[src/rtl/pcrp_spram.sv]
// single-port synchronous ram, registered read data
// no dependencies
`default_nettype none

module pcrp_spram #(
    parameter int DEPTH = 256,
    parameter int WIDTH = 8,
    parameter int AW    = $clog2(DEPTH)
) (
    input  wire logic             i_clk,
    input  wire logic             i_en,
    input  wire logic             i_we,
    input  wire logic [AW-1:0]    i_addr,
    input  wire logic [WIDTH-1:0] i_wdata,
    output logic      [WIDTH-1:0] o_rdata
);

    logic [WIDTH-1:0] r_mem [DEPTH];

    always_ff @(posedge i_clk) begin
        if (i_en) begin
            if (i_we) begin
                r_mem[i_addr] <= i_wdata;
            end else begin
                o_rdata <= r_mem[i_addr];
            end
        end
    end

endmodule

`default_nettype wire

[config.mk]
export PLATFORM = sky130hd
export DESIGN_NAME = pcrp_spram
export DESIGN_NICKNAME = d
export VERILOG_FILES = /design/src/rtl/pcrp_spram.sv
export SDC_FILE = /design/constraint.sdc
export NUM_CORES = 2
export LEC_CHECK = 0
export BUFFER_PORTS_ARGS = -buffer_cell sky130_fd_sc_hd__buf_2
export CAP_MARGIN = 10
export CORE_ASPECT_RATIO = 0.6
export CORE_MARGIN = 1.5
export CORE_UTILIZATION = 60
export CTS_CLUSTER_DIAMETER = 50
export DETAILED_ROUTE_END_ITERATION = 8
export PLACE_DENSITY = 0.76
export RECOVER_POWER = 100
export SKIP_LAST_GASP = 1
export SLEW_MARGIN = 20
export SYNTH_ARGS = -nofsm -noshare
export SYNTH_HDL_FRONTEND = slang
export SYNTH_SLANG_ARGS = --single-unit
[constraint.sdc]
create_clock -name i_clk -period 8 [get_ports i_clk]
set_input_delay 1.2 -clock i_clk [delete_from_list [all_inputs] [get_ports i_clk]]
set_output_delay 1.2 -clock i_clk [all_outputs]
set_load 0.05 [all_outputs]
==> flow_summary.ini <==
[global_routing]
grt_max_degree = 131
grtUsageTotal_pct = 28.6
antenna_found_initial = 2
grt_first_pass_wirelength_um = 272000
grt_pass1_vias = 37755
grt_overflow = 0

[critical_path]
cp_data_arrival_time_ns = 6.32
worstSetupPathType = primary input to flip-flop
critPathTopFamily = buffers and inverters
worstPathBufferInverterCount = 2
path_cells = clkbuf_1 -> clkbuf_2
reg2reg_depth = 5
critPathRequiredTime_ns = 8.29
critPathCaptureType = flip-flop
cp_max_fo = 100
setup.worst_path.start_class = primary input
cpMaxStageDelayCell = clkbuf_1
cpPeakStageDelay_ns = 3.01
path_depth = 2

[floorplan]
die_y_um = 283
rows = 102
die-area_um2 = 133000
ios = 27
core_um2 = 129000
initial_core_util_pct = 60.6
die_w_um = 470

[sta]
final_hold_viol_count = 0
max_slew_margin_pct = -300
setup_violations = 0
hold_ws_ns = 1.05
max_freq_ghz = 0.166
skew_ns = 0.0235
worstMarginPinSlew_ns = 6.00
tns_ns = 0
min_period_ns = 6.03
rsz0062_at_grt = no
fin_crit_sh_pct = 75.3
slew_viol_final = 1447

[drt]
drt-initial-drc-count = 6429
vias = 38689
ant_nets = 0
first_pass_iters = 5
drc = 0
via_per_inst = 7.14
wl_per_cell_um = 34.7
drt_wl_total_um = 188000

[cts]
postCtsSetupRepairBufs = 0
cts_hold_buf = 0
tritoncts = done
clk_pin_slew_ns = 0.07
clockBufferDepth = 3
cts_resized = 0
cts.sinks = 2056
htree_levels = 4
clock_latency_ns = 0.80
cts_made_buffers = 168
cts_root_buf = clkbuf_16

[yosys]
yosysWarnings = 0
synthCells = 3526
syn-num-nets = 3545
synth_area_leaders = edfxtp_1, mux4_2, a22oi_1
avgSynthCellArea_um2 = 22.2
yosysTopAreaCellShare_pct = 78.8
yosys.area.top_type = edfxtp_1
syn_area_um2 = 78400
yosysSeqAreaShare_pct = 78.8
yosysUniqueCellTypes = 21
synth-seq-cells = 2056

[placement]
dp_hpwl_um = 106000
dpl-instance-area_um2 = 80600
place_inst = 5111
gp_routability_congestion = 0.825
buffer_ports.inserted = 26

[power_and_ir_drop]
fin_total_pwr_mw = 21.1
power_density_nw_per_um2 = 246
power.leakage_nw = 25.7
vdd_ir_drop_max_uv = 288

[min_path]
hold_path.class = flip-flop to flip-flop
hold_depth = 5

[layout]
finalNetCount = 3584
nFillCells = 7731
synthToLayoutAreaGrowth_pct = 9.46
design_area_um2 = 85800
drive_gt1_share_pct = 23.0
antenna-diode-count = 0
layout_common_cells = edfxtp_1, mux4_2, nor2_1
final_common_cell = edfxtp_1
stdcell_count = 5416

[flow_run]
cap_violations = 25

[run_status]
status = complete, but fails checks
violations = max-capacitance violations, max-slew violations
[flip-flops by register name, indices dropped and copies added (netlist names)]
signal and cells:
r_mem 2048, o_rdata 8
[cell families (layout without fill, tap and decap cells)]
| logic type | after synthesis | after routing | synth area share [%] |
|---|---|---|---|
| muxes | 512 | 512 | 14.7 |
| and+or+nand+nor | 317 | 317 | 1.61 |
| buffers and inverters | 225 | 399 | 1.28 |
| DFF | 2056 | 2056 | 78.8 |
| AOI/OAI and AO/OA | 416 | 416 | 3.63 |
[final cells by class]
cell class / instances / area [um^2] / share of cell area [%]
clock buffers: 201 / 4430 / 5.17
clock inverters: 104 / 938 / 1.09
multi-input cells: 1245 / 15800 / 18.4
flip-flops and latches: 2056 / 61700 / 72.0
well taps: 1716 / 2150 / 2.50
repair buffers: 94 / 747 / 0.871
[where the power goes]
part           switching (mW)  internal (mW)  leakage, nW
Combinational           0.627          0.314         4.63
Sequential            0.00721           11.9         18.5
Clock                    3.78           4.48         2.63
Total                    4.41           16.7         25.7
[per-layer routing]
layer,GRT usage [%],vias up,share of wire (%)
met5,0,-,0.0074
met3,8.78,358,15
li1,-,15051,-
met4,8.73,2,2.9
met1,45.3,20121,39
met2,38.7,3157,43
[worst paths after layout]
| kind | from | end | slack [ns] |
|---|---|---|---|
| max | i_wdata[5] | r_mem[209][5] | 1.97 |
| min | r_mem[210][3] | o_rdata[3] | 1.05 |
| max reg2reg | r_mem[137][4] | o_rdata[4] | 4.98 |
| min reg2reg | r_mem[210][3] | o_rdata[3] | 1.05 |
[cells in the mapped netlist (all sizes together)]
library cell  instances
edfxtp             2056
a22oi               256
a21oi               128
o41ai                32
nand2b                2
nor3b                 2
nor2b                 7
nand3                 4
buf                  82
and4                  1
nand2                30
nor3                  1
mux4                512
nand4                 8
and2                  2
nor2                259
clkbuf              143
or2                   1
[metrics by stage]
step	setup WS (ns)	util [%]
finish	1.97	66.4
CTS	3.36	66.5
global route	1.69	66.4
global placement	1.96	62.2
detailed placement	2.51	62.3
floorplan	4.50	-
No activity file was read; power rests on OpenSTA's default activity.
